--- config.mk ---
export PLATFORM = sky130hd
export DESIGN_NAME = disk_block_address_translate
export DESIGN_NICKNAME = d
export VERILOG_FILES = /design/src/hdl/dbat_pkg.sv /design/src/hdl/disk_block_address_translate.sv /design/src/hdl/dbat_div.sv
export SDC_FILE = /design/constraint.sdc
export NUM_CORES = 2
export LEC_CHECK = 0
export BUFFER_PORTS_ARGS = -buffer_cell sky130_fd_sc_hd__buf_2
export CAP_MARGIN = 20
export CORE_MARGIN = 2
export CORE_UTILIZATION = 50
export DETAILED_ROUTE_END_ITERATION = 8
export PLACE_DENSITY = 0.66
export SKIP_LAST_GASP = 1
export SYNTH_ARGS = -nofsm -noshare
export SYNTH_HDL_FRONTEND = slang
export SYNTH_SLANG_ARGS = --single-unit
--- constraint.sdc ---
create_clock -name clk_i -period 47.7 [get_ports clk_i]
set_input_delay 4.77 -clock clk_i [delete_from_list [all_inputs] [get_ports clk_i]]
set_output_delay 4.77 -clock clk_i [all_outputs]
set_load 0.05 [all_outputs]
--- src/hdl/dbat_pkg.sv ---
// Shared types and constants for the disk block address translator.
// Field widths, status and register codes, and the records carried down the pipeline.
// No dependencies.
package dbat_pkg;

  localparam int unsigned OFF_W    = 32;
  localparam int unsigned LEN_W    = 31;
  localparam int unsigned PSTART_W = 28;
  localparam int unsigned PEND_W   = 29;
  localparam int unsigned LSEC_W   = 29;
  localparam int unsigned SEC_W    = 8;
  localparam int unsigned CYL_W    = 16;
  localparam int unsigned HEAD_W   = 4;
  localparam int unsigned CNT_W    = 5;
  localparam int unsigned BYTE_W   = 14;
  localparam int unsigned SPT_W    = 8;
  localparam int unsigned HC_W     = 5;
  localparam int unsigned DATA_W   = 32;
  localparam int unsigned ADDR_W   = 4;

  localparam logic [SPT_W-1:0] SPT_RESET = 8'd63;
  localparam logic [HC_W-1:0]  HC_RESET  = 5'd16;

  typedef enum logic [1:0] {
    STAT_OK      = 2'd0,
    STAT_OFFLINE = 2'd1,
    STAT_WRITE   = 2'd2,
    STAT_RANGE   = 2'd3
  } status_e;

  typedef enum logic [1:0] {
    REG_ONLINE = 2'd0,
    REG_LBA    = 2'd1,
    REG_SPT    = 2'd2,
    REG_HEADS  = 2'd3
  } reg_idx_e;

  typedef struct packed {
    status_e             status;
    logic [CNT_W-1:0]    cnt;
    logic [BYTE_W-1:0]   bytes;
    logic [LSEC_W-1:0]   lsec;
  } side_t;

  typedef struct packed {
    side_t               side;
    logic [SPT_W-1:0]    trk_rem;
  } side2_t;

  typedef struct packed {
    status_e             status;
    logic [SEC_W-1:0]    sec;
    logic [CYL_W-1:0]    cyl;
    logic [HEAD_W-1:0]   head;
    logic [CNT_W-1:0]    cnt;
    logic [BYTE_W-1:0]   bytes;
  } res_t;

endpackage

--- src/hdl/disk_block_address_translate.sv ---
// Top level of the disk block address translator: register port, front stages, output skid.
// Turns partition byte requests into task-file address fields and sector counts.
// Depends on dbat_pkg and dbat_div.
//
// The block accepts one request beat per clock while the skid register is empty, and
// returns one result beat per request, in order. Two front stages form the absolute
// sector and the count, then two pipelined restoring dividers of eight stages each
// (sector by sectors per track, then by heads, four quotient bits per stage) feed one
// output register. A skid register behind the output keeps the input open for one more
// beat while a result waits. Registers must be written only while no request is in
// flight; the block itself does not enforce this. SECTOR_BYTES and MAX_XFER_BYTES must
// be powers of two with SECTOR_BYTES not above MAX_XFER_BYTES.
module disk_block_address_translate
  import dbat_pkg::*;
#(
  parameter int unsigned SECTOR_BYTES   = 512,
  parameter int unsigned MAX_XFER_BYTES = 8192
) (
  input  logic                clk_i,
  input  logic                rst_ni,
  input  logic                psel,
  input  logic                penable,
  input  logic                pwrite,
  input  logic [ADDR_W-1:0]   paddr,
  input  logic [DATA_W-1:0]   pwdata,
  output logic [DATA_W-1:0]   prdata,
  output logic                pready,
  input  logic                in_valid_i,
  output logic                in_ready_o,
  input  logic                req_type_i,
  input  logic [OFF_W-1:0]    byte_offset_i,
  input  logic [LEN_W-1:0]    transfer_length_i,
  input  logic [PSTART_W-1:0] part_start_i,
  input  logic [PEND_W-1:0]   part_end_i,
  output logic                out_valid_o,
  input  logic                out_ready_i,
  output logic [1:0]          status_o,
  output logic [SEC_W-1:0]    sector_field_o,
  output logic [CYL_W-1:0]    cylinder_field_o,
  output logic [HEAD_W-1:0]   head_field_o,
  output logic [CNT_W-1:0]    sector_count_o,
  output logic [BYTE_W-1:0]   byte_count_o
);

  localparam int unsigned SHIFT  = $clog2(SECTOR_BYTES);
  localparam int unsigned RAW_W  = $clog2(MAX_XFER_BYTES / SECTOR_BYTES + 1);
  localparam int unsigned CAP_W  = $clog2(MAX_XFER_BYTES + 1);
  localparam int unsigned SUM_W  = CAP_W + 1;
  localparam int unsigned FULL_W = RAW_W + SHIFT;

  logic              online_q, lba_q;
  logic [SPT_W-1:0]  spt_q;
  logic [HC_W-1:0]   hc_q;
  logic              wr_en;

  assign pready = 1'b1;
  assign wr_en  = psel && penable && pwrite;

  always_ff @(posedge clk_i or negedge rst_ni) begin
    if (!rst_ni) begin
      online_q <= 1'b0;
      lba_q    <= 1'b0;
      spt_q    <= SPT_RESET;
      hc_q     <= HC_RESET;
    end else if (wr_en) begin
      case (reg_idx_e'(paddr[3:2]))
        REG_ONLINE: online_q <= pwdata[0];
        REG_LBA:    lba_q    <= pwdata[0];
        REG_SPT:    spt_q    <= pwdata[SPT_W-1:0];
        REG_HEADS:  hc_q     <= pwdata[HC_W-1:0];
        default: begin
        end
      endcase
    end
  end

  always_comb begin
    case (reg_idx_e'(paddr[3:2]))
      REG_ONLINE: prdata = DATA_W'(online_q);
      REG_LBA:    prdata = DATA_W'(lba_q);
      REG_SPT:    prdata = DATA_W'(spt_q);
      REG_HEADS:  prdata = DATA_W'(hc_q);
      default:    prdata = '0;
    endcase
  end

  logic              en;
  logic              skid_v_q, skid_v_d;
  logic              out_v_q, out_v_d;
  res_t              out_q, skid_q, res;
  logic              load_out_pipe, load_out_skid, load_skid;

  assign en         = !skid_v_q;
  assign in_ready_o = en;

  // Front stage A: absolute sector and raw sector count.
  logic              a_v_q;
  status_e           a_stat_q, a_stat_d;
  logic [LSEC_W-1:0] a_lsec_q, a_lsec_d;
  logic [PEND_W-1:0] a_pend_q;
  logic [RAW_W-1:0]  a_cnt_q, a_cnt_d;
  logic [CAP_W-1:0]  len_cap;
  logic [SUM_W-1:0]  len_sum;

  always_comb begin
    if (!online_q) begin
      a_stat_d = STAT_OFFLINE;
    end else if (req_type_i) begin
      a_stat_d = STAT_WRITE;
    end else begin
      a_stat_d = STAT_OK;
    end
    a_lsec_d = LSEC_W'(byte_offset_i >> SHIFT) + LSEC_W'(part_start_i);
    if (transfer_length_i > LEN_W'(MAX_XFER_BYTES)) begin
      len_cap = CAP_W'(MAX_XFER_BYTES);
    end else begin
      len_cap = CAP_W'(transfer_length_i);
    end
    len_sum = SUM_W'(len_cap) + SUM_W'(SECTOR_BYTES - 1);
    a_cnt_d = RAW_W'(len_sum >> SHIFT);
  end

  // Front stage B: range check, clipping at the partition end, byte count.
  logic              b_v_q;
  side_t             b_side_q, b_side_d;
  logic [LSEC_W-1:0] left;
  logic [RAW_W-1:0]  cnt_clip;
  logic [FULL_W-1:0] bytes_full;

  always_comb begin
    left       = LSEC_W'(a_pend_q) - a_lsec_q;
    cnt_clip   = (left < LSEC_W'(a_cnt_q)) ? RAW_W'(left) : a_cnt_q;
    bytes_full = {cnt_clip, {SHIFT{1'b0}}};
    b_side_d.lsec   = a_lsec_q;
    b_side_d.status = a_stat_q;
    b_side_d.cnt    = '0;
    b_side_d.bytes  = '0;
    if (a_stat_q == STAT_OK) begin
      if (LSEC_W'(a_pend_q) <= a_lsec_q) begin
        b_side_d.status = STAT_RANGE;
      end else begin
        b_side_d.cnt   = CNT_W'(cnt_clip);
        b_side_d.bytes = BYTE_W'(bytes_full);
      end
    end
  end

  always_ff @(posedge clk_i or negedge rst_ni) begin
    if (!rst_ni) begin
      a_v_q <= 1'b0;
      b_v_q <= 1'b0;
    end else if (en) begin
      a_v_q <= in_valid_i;
      b_v_q <= a_v_q;
    end
  end

  always_ff @(posedge clk_i) begin
    if (en) begin
      a_stat_q <= a_stat_d;
      a_lsec_q <= a_lsec_d;
      a_pend_q <= part_end_i;
      a_cnt_q  <= a_cnt_d;
      b_side_q <= b_side_d;
    end
  end

  logic [SPT_W-1:0]  spt_eff;
  logic [HC_W-1:0]   hc_eff;
  logic              d1_v, d2_v;
  logic [LSEC_W-1:0] d1_quo, d2_quo;
  logic [SPT_W-1:0]  d1_rem;
  logic [HC_W-1:0]   d2_rem;
  logic [$bits(side_t)-1:0]  d1_side;
  logic [$bits(side2_t)-1:0] d2_side;
  side2_t            d2_in_side, fin;

  assign spt_eff = (spt_q == '0) ? SPT_W'(1) : spt_q;
  assign hc_eff  = (hc_q == '0) ? HC_W'(1) : hc_q;

  dbat_div #(
    .NUM_W  (LSEC_W),
    .DEN_W  (SPT_W),
    .SIDE_W ($bits(side_t)),
    .STEP   (4)
  ) u_div_trk (
    .clk_i   (clk_i),
    .rst_ni  (rst_ni),
    .en_i    (en),
    .valid_i (b_v_q),
    .num_i   (b_side_q.lsec),
    .den_i   (spt_eff),
    .side_i  (b_side_q),
    .valid_o (d1_v),
    .quo_o   (d1_quo),
    .rem_o   (d1_rem),
    .side_o  (d1_side)
  );

  assign d2_in_side.side    = side_t'(d1_side);
  assign d2_in_side.trk_rem = d1_rem;

  dbat_div #(
    .NUM_W  (LSEC_W),
    .DEN_W  (HC_W),
    .SIDE_W ($bits(side2_t)),
    .STEP   (4)
  ) u_div_cyl (
    .clk_i   (clk_i),
    .rst_ni  (rst_ni),
    .en_i    (en),
    .valid_i (d1_v),
    .num_i   (d1_quo),
    .den_i   (hc_eff),
    .side_i  (d2_in_side),
    .valid_o (d2_v),
    .quo_o   (d2_quo),
    .rem_o   (d2_rem),
    .side_o  (d2_side)
  );

  assign fin = side2_t'(d2_side);

  always_comb begin
    res.status = fin.side.status;
    res.cnt    = fin.side.cnt;
    res.bytes  = fin.side.bytes;
    res.sec    = '0;
    res.cyl    = '0;
    res.head   = '0;
    if (fin.side.status == STAT_OK) begin
      if (lba_q) begin
        res.sec  = fin.side.lsec[7:0];
        res.cyl  = fin.side.lsec[23:8];
        res.head = fin.side.lsec[27:24];
      end else begin
        res.sec  = fin.trk_rem + SEC_W'(1);
        res.cyl  = d2_quo[CYL_W-1:0];
        res.head = d2_rem[HEAD_W-1:0];
      end
    end
  end

  // Output register with a skid register behind it.
  always_comb begin
    out_v_d       = out_v_q;
    skid_v_d      = skid_v_q;
    load_out_pipe = 1'b0;
    load_out_skid = 1'b0;
    load_skid     = 1'b0;
    if (skid_v_q) begin
      if (out_ready_i) begin
        load_out_skid = 1'b1;
        skid_v_d      = 1'b0;
      end
    end else if (d2_v) begin
      if (!out_v_q || out_ready_i) begin
        load_out_pipe = 1'b1;
        out_v_d       = 1'b1;
      end else begin
        load_skid = 1'b1;
        skid_v_d  = 1'b1;
      end
    end else if (out_ready_i) begin
      out_v_d = 1'b0;
    end
  end

  always_ff @(posedge clk_i or negedge rst_ni) begin
    if (!rst_ni) begin
      out_v_q  <= 1'b0;
      skid_v_q <= 1'b0;
    end else begin
      out_v_q  <= out_v_d;
      skid_v_q <= skid_v_d;
    end
  end

  always_ff @(posedge clk_i) begin
    if (load_out_pipe) begin
      out_q <= res;
    end else if (load_out_skid) begin
      out_q <= skid_q;
    end
    if (load_skid) begin
      skid_q <= res;
    end
  end

  assign out_valid_o      = out_v_q;
  assign status_o         = out_q.status;
  assign sector_field_o   = out_q.sec;
  assign cylinder_field_o = out_q.cyl;
  assign head_field_o     = out_q.head;
  assign sector_count_o   = out_q.cnt;
  assign byte_count_o     = out_q.bytes;

  a_skid_behind_out : assert property (@(posedge clk_i) disable iff (!rst_ni)
    skid_v_q |-> out_v_q)
    else $error("skid register holds a beat while the output register is empty");

  a_refused_zero : assert property (@(posedge clk_i) disable iff (!rst_ni)
    (out_v_q && out_q.status != STAT_OK) |->
      (out_q.sec == '0 && out_q.cyl == '0 && out_q.head == '0 &&
       out_q.cnt == '0 && out_q.bytes == '0))
    else $error("refused request carries nonzero result fields");

  a_chs_head_range : assert property (@(posedge clk_i) disable iff (!rst_ni)
    (out_v_q && out_q.status == STAT_OK && !lba_q && hc_eff <= HC_W'(16)) |->
      ({1'b0, out_q.head} < hc_eff && out_q.sec != '0))
    else $error("cylinder-head-sector fields out of range");

endmodule

--- src/hdl/dbat_div.sv ---
// Pipelined restoring divider giving quotient and remainder, STEP quotient bits per stage.
// A sideband word and a valid bit travel with each operand; all stages move on en_i.
// Depends on dbat_pkg.
module dbat_div
  import dbat_pkg::*;
#(
  parameter int unsigned NUM_W  = 29,
  parameter int unsigned DEN_W  = 8,
  parameter int unsigned SIDE_W = 1,
  parameter int unsigned STEP   = 4
) (
  input  logic              clk_i,
  input  logic              rst_ni,
  input  logic              en_i,
  input  logic              valid_i,
  input  logic [NUM_W-1:0]  num_i,
  input  logic [DEN_W-1:0]  den_i,
  input  logic [SIDE_W-1:0] side_i,
  output logic              valid_o,
  output logic [NUM_W-1:0]  quo_o,
  output logic [DEN_W-1:0]  rem_o,
  output logic [SIDE_W-1:0] side_o
);

  localparam int unsigned NSTG  = (NUM_W + STEP - 1) / STEP;
  localparam int unsigned PAD_W = NSTG * STEP;

  logic              v_q    [NSTG];
  logic [PAD_W-1:0]  x_q    [NSTG];
  logic [PAD_W-1:0]  x_d    [NSTG];
  logic [DEN_W-1:0]  r_q    [NSTG];
  logic [DEN_W-1:0]  r_d    [NSTG];
  logic [DEN_W-1:0]  den_q  [NSTG];
  logic [SIDE_W-1:0] side_q [NSTG];

  function automatic logic [PAD_W+DEN_W-1:0] div_steps(input logic [PAD_W-1:0] x_in,
                                                       input logic [DEN_W-1:0] r_in,
                                                       input logic [DEN_W-1:0] d);
    logic [PAD_W-1:0] x;
    logic [DEN_W-1:0] r;
    logic [DEN_W:0]   t;
    x = x_in;
    r = r_in;
    for (int i = 0; i < STEP; i++) begin
      t = {r, x[PAD_W-1]};
      x = {x[PAD_W-2:0], 1'b0};
      if (t >= {1'b0, d}) begin
        t    = t - {1'b0, d};
        x[0] = 1'b1;
      end
      r = t[DEN_W-1:0];
    end
    return {x, r};
  endfunction

  always_comb begin
    {x_d[0], r_d[0]} = div_steps(PAD_W'(num_i), '0, den_i);
    for (int s = 1; s < NSTG; s++) begin
      {x_d[s], r_d[s]} = div_steps(x_q[s-1], r_q[s-1], den_q[s-1]);
    end
  end

  always_ff @(posedge clk_i or negedge rst_ni) begin
    if (!rst_ni) begin
      for (int s = 0; s < NSTG; s++) begin
        v_q[s] <= 1'b0;
      end
    end else if (en_i) begin
      v_q[0] <= valid_i;
      for (int s = 1; s < NSTG; s++) begin
        v_q[s] <= v_q[s-1];
      end
    end
  end

  always_ff @(posedge clk_i) begin
    if (en_i) begin
      den_q[0]  <= den_i;
      side_q[0] <= side_i;
      for (int s = 0; s < NSTG; s++) begin
        x_q[s] <= x_d[s];
        r_q[s] <= r_d[s];
      end
      for (int s = 1; s < NSTG; s++) begin
        den_q[s]  <= den_q[s-1];
        side_q[s] <= side_q[s-1];
      end
    end
  end

  assign valid_o = v_q[NSTG-1];
  assign quo_o   = x_q[NSTG-1][NUM_W-1:0];
  assign rem_o   = r_q[NSTG-1];
  assign side_o  = side_q[NSTG-1];

endmodule
==> summary.md <==
| Metric | Value |
|---|---|
| Final GP Congestion | `0.865` |
| Via/cell ratio | `5.31` |
| Crit share post-route | `22.1%` |
| Reg-to-reg critical path startpoint | `u_div_trk.den_q[0][25]$_DFFE_PN_` |
| Status | `completed` |
| Initial drt markers | `2099` |
| Worst R2R Setup Slack | `37.27 ns` |
| Area of the multi-input gates | `0.0235 mm²` |
| Reg2Reg Depth | `35` |
| Final core utilization | `56.0%` |
| Fmax | `94.8 MHz` |
| Worst setup EP type | `primary output` |
| Final hold violations | `0` |
| Sequential area share after synthesis | `60.3%` |
| Clk pin slew, worst setup/hold paths | `0.06 ns` |
| Ports | `248` |
| Dpl hpwl | `78900 µm` |
| WS Path Type | `in -> out` |
| Fillers | `10300` |
| Setup Skew | `0.0194 ns` |
| Sequential cell area | `0.0388 mm²` |
| Post-Route WL | `110000 µm` |
| Synthesized area | `0.0642 mm²` |
| Reg-to-Reg End | `u_div_trk.r_q[1][1]$_DFFE_PN_` |
| Final worst setup slack | `37.15 ns` |
| DRC errors left | `0` |
| CTS buffer count | `135` |
| Fin Hold WS | `0.395 ns` |
| Asr flop ratio synth | `2.70%` |
| Warnings from Yosys | `0` |
| Via Count | `36200` |
| Pin count of the biggest net entering global routing | `185` |
| Core Area | `0.128 mm²` |
| RSZ-0062 raised after global routing | `no` |
| Port Buffer Count | `178` |
| Critical hold path startpoint | `u_div_cyl.side_q[0][67]$_DFFE_PN_` |
| Die area | `0.131 mm²` |
| Post-route ant nets | `0` |
| Hold Path Class | `reg -> reg` |
| Root Driver | `clkbuf_16` |
| Worst-margin pin slew | `1.06 ns` |
| Setup Buffers After CTS | `0` |
| Critical path arrival | `5.78 ns` |
| Initial core utilization | `50.4%` |
| Slew headroom | `29.6%` |
| Setup-failing EPs final | `0` |
| Vias in the first global route | `35200` |
| Die width | `362 µm` |
| Post-cts sizing count | `0` |
| Max FO, Critical Path | `9` |
| Yosys reg bits | `1296` |
| Inserted Diodes | `0` |
| Clock sinks | `1296` |
| Tmin final | `10.55 ns` |
| Hold endpoint | `u_div_cyl.side_q[0][125]$_DFFE_PN_` |
| Number of distinct library cells after synthesis | `105` |
| First-pass GRT wire length | `179000 µm` |
| Most common cell after layout, fill and taps aside | `edfxtp_1` |
| Top_reg_cell synth | `edfxtp_1` |
| H-tree depth | `4` |
| Wire per inst | `16.1 µm` |
| Synth-to-layout area growth | `11.2%` |
| Grt ovf | `0` |
| Clock Tree Buf Depth | `3` |
| Critical path required time | `42.93 ns` |
| Post-synthesis cell count | `4773` |
| Final TNS setup | `0 ns` |
| Mean Syn Cell Area | `13.5 µm²` |
| Share of post-route cells with drive strength above 1 | `13.4%` |
| EDFF count, synth | `1261` |
| Antenna violations before repair | `1` |
| Cell Rows | `131` |
| Die Y | `362 µm` |
| CTS tree | `yes` |
| Final nets | `5722` |
| TritonRoute pass-1 iters | `6` |
| Final-report max-slew violation count | `0` |
| Clk_lat worst skew | `0.75 ns` |
| All-Layer GR Usage | `16.7%` |
| Hold path cells | `0` |
| Cts-stage hold buffer count | `0` |
| Max Cap Viol | `0` |
| Crit start category | `primary input` |
| Most frequent cells in the layout | `1261 x edfxtp_1, 458 x ha_1, 412 x inv_1` |
| DP Worst Slack | `37.15 ns` |
sequential cells by signal, summed over array words and instances, names as in the netlist, 2 cells and up:
| name | count |
|---|---|
| b_side_q | 36 |
| spt_q | 8 |
| u_div_trk.den_q | 56 |
| u_div_trk.v_q | 7 |
| u_div_trk.r_q | 64 |
| a_stat_q | 2 |
| a_cnt_q | 5 |
| u_div_cyl.v_q | 7 |
| status_o | 2 |
| u_div_trk.x_q | 231 |
| u_div_cyl.side_q | 344 |
| u_div_cyl.x_q | 152 |
| u_div_trk.side_q | 169 |
| u_div_cyl.den_q | 35 |
| u_div_cyl.r_q | 39 |
| a_lsec_q | 29 |
| a_pend_q | 29 |
| hc_q | 5 |
| skid_q | 35 |
| sector_count_o | 5 |
| head_field_o | 4 |
| sector_field_o | 8 |
| cylinder_field_o | 16 |
cells in the mapped netlist, drive strengths merged (28+ instances only):
cell type	n	area, µm²
buf	53	369
a21oi	234	1190
nand2b	46	288
a21o	108	811
nor3	54	270
nand4	56	350
o21ai	217	1090
nand3	79	395
dfrtp	28	701
xnor2	168	1470
a21boi	30	225
nand2	284	1070
o21a	52	390
mux2	209	2380
clkbuf	46	174
edfxtp	1261	37900
fa	60	1200
nor2b	74	463
ha	458	5730
inv	422	1590
mux2i	101	1050
xor2	76	666
nor2	254	956
o211ai	41	318
worst max-delay path: stages:
cell	delay, ns
buf_2	0.24
mux4_2	0.55
buf_2	0.23
cell families after synthesis:
family,Yosys count,synth area share [%]
compound gates,886,9.28
xor+xnor,244,3.33
buf+inv,521,3.32
simple gates,995,7.56
other cells,2,0.0117
mux,311,5.38
flops,1296,60.3
fa+ha+maj,518,10.8
metal layers:
| metal | vias to the layer above | track usage, % | wire, µm |
|---|---|---|---|
| li1 | 18200 | - | - |
| met1 | 17200 | 23.4 | 52300 |
| met2 | 542 | 26.8 | 50700 |
| met3 | 184 | 2.68 | 3780 |
| met4 | 0 | 5.46 | 2680 |
| met5 | - | 0 | 0 |
worst max path at each step:
stage	startpoint	endpoint	slack [ns]
5_1_grt	u_div_trk.den_q[0][25]$_DFFE_PN_	u_div_trk.r_q[1][1]$_DFFE_PN_	36.62
2_1_floorplan	skid_v_q$_DFF_PN0_	cylinder_field_o[0]$_DFFE_PP_	6.65
3_5_place_dp	paddr[2]	prdata[0]	37.15
4_1_cts	paddr[2]	prdata[0]	37.15
3_3_place_gp	paddr[2]	prdata[0]	37.15
6_report	paddr[2]	prdata[0]	37.15
metrics by stage:
step / instance area (µm²) / instances
floorplan: 64400 / 4806
global route: 71400 / 6807
CTS: 71400 / 6806
global placement: 67000 / 6564
finish: 71400 / 6807
detailed placement: 67000 / 6564
final cells by class:
cell class / instances / area share, %
clock buffer: 160 / 4.89
clock inverter: 82 / 1.28
inverter: 422 / 2.23
multi-input combinational: 2989 / 32.9
sequential: 1296 / 54.3
tap: 1662 / 2.91
timing repair buffer: 196 / 1.51
Power is left out: the tool's default activity adds up to more than one toggle a clock period on the data nets, which glitch-free logic cannot reach.
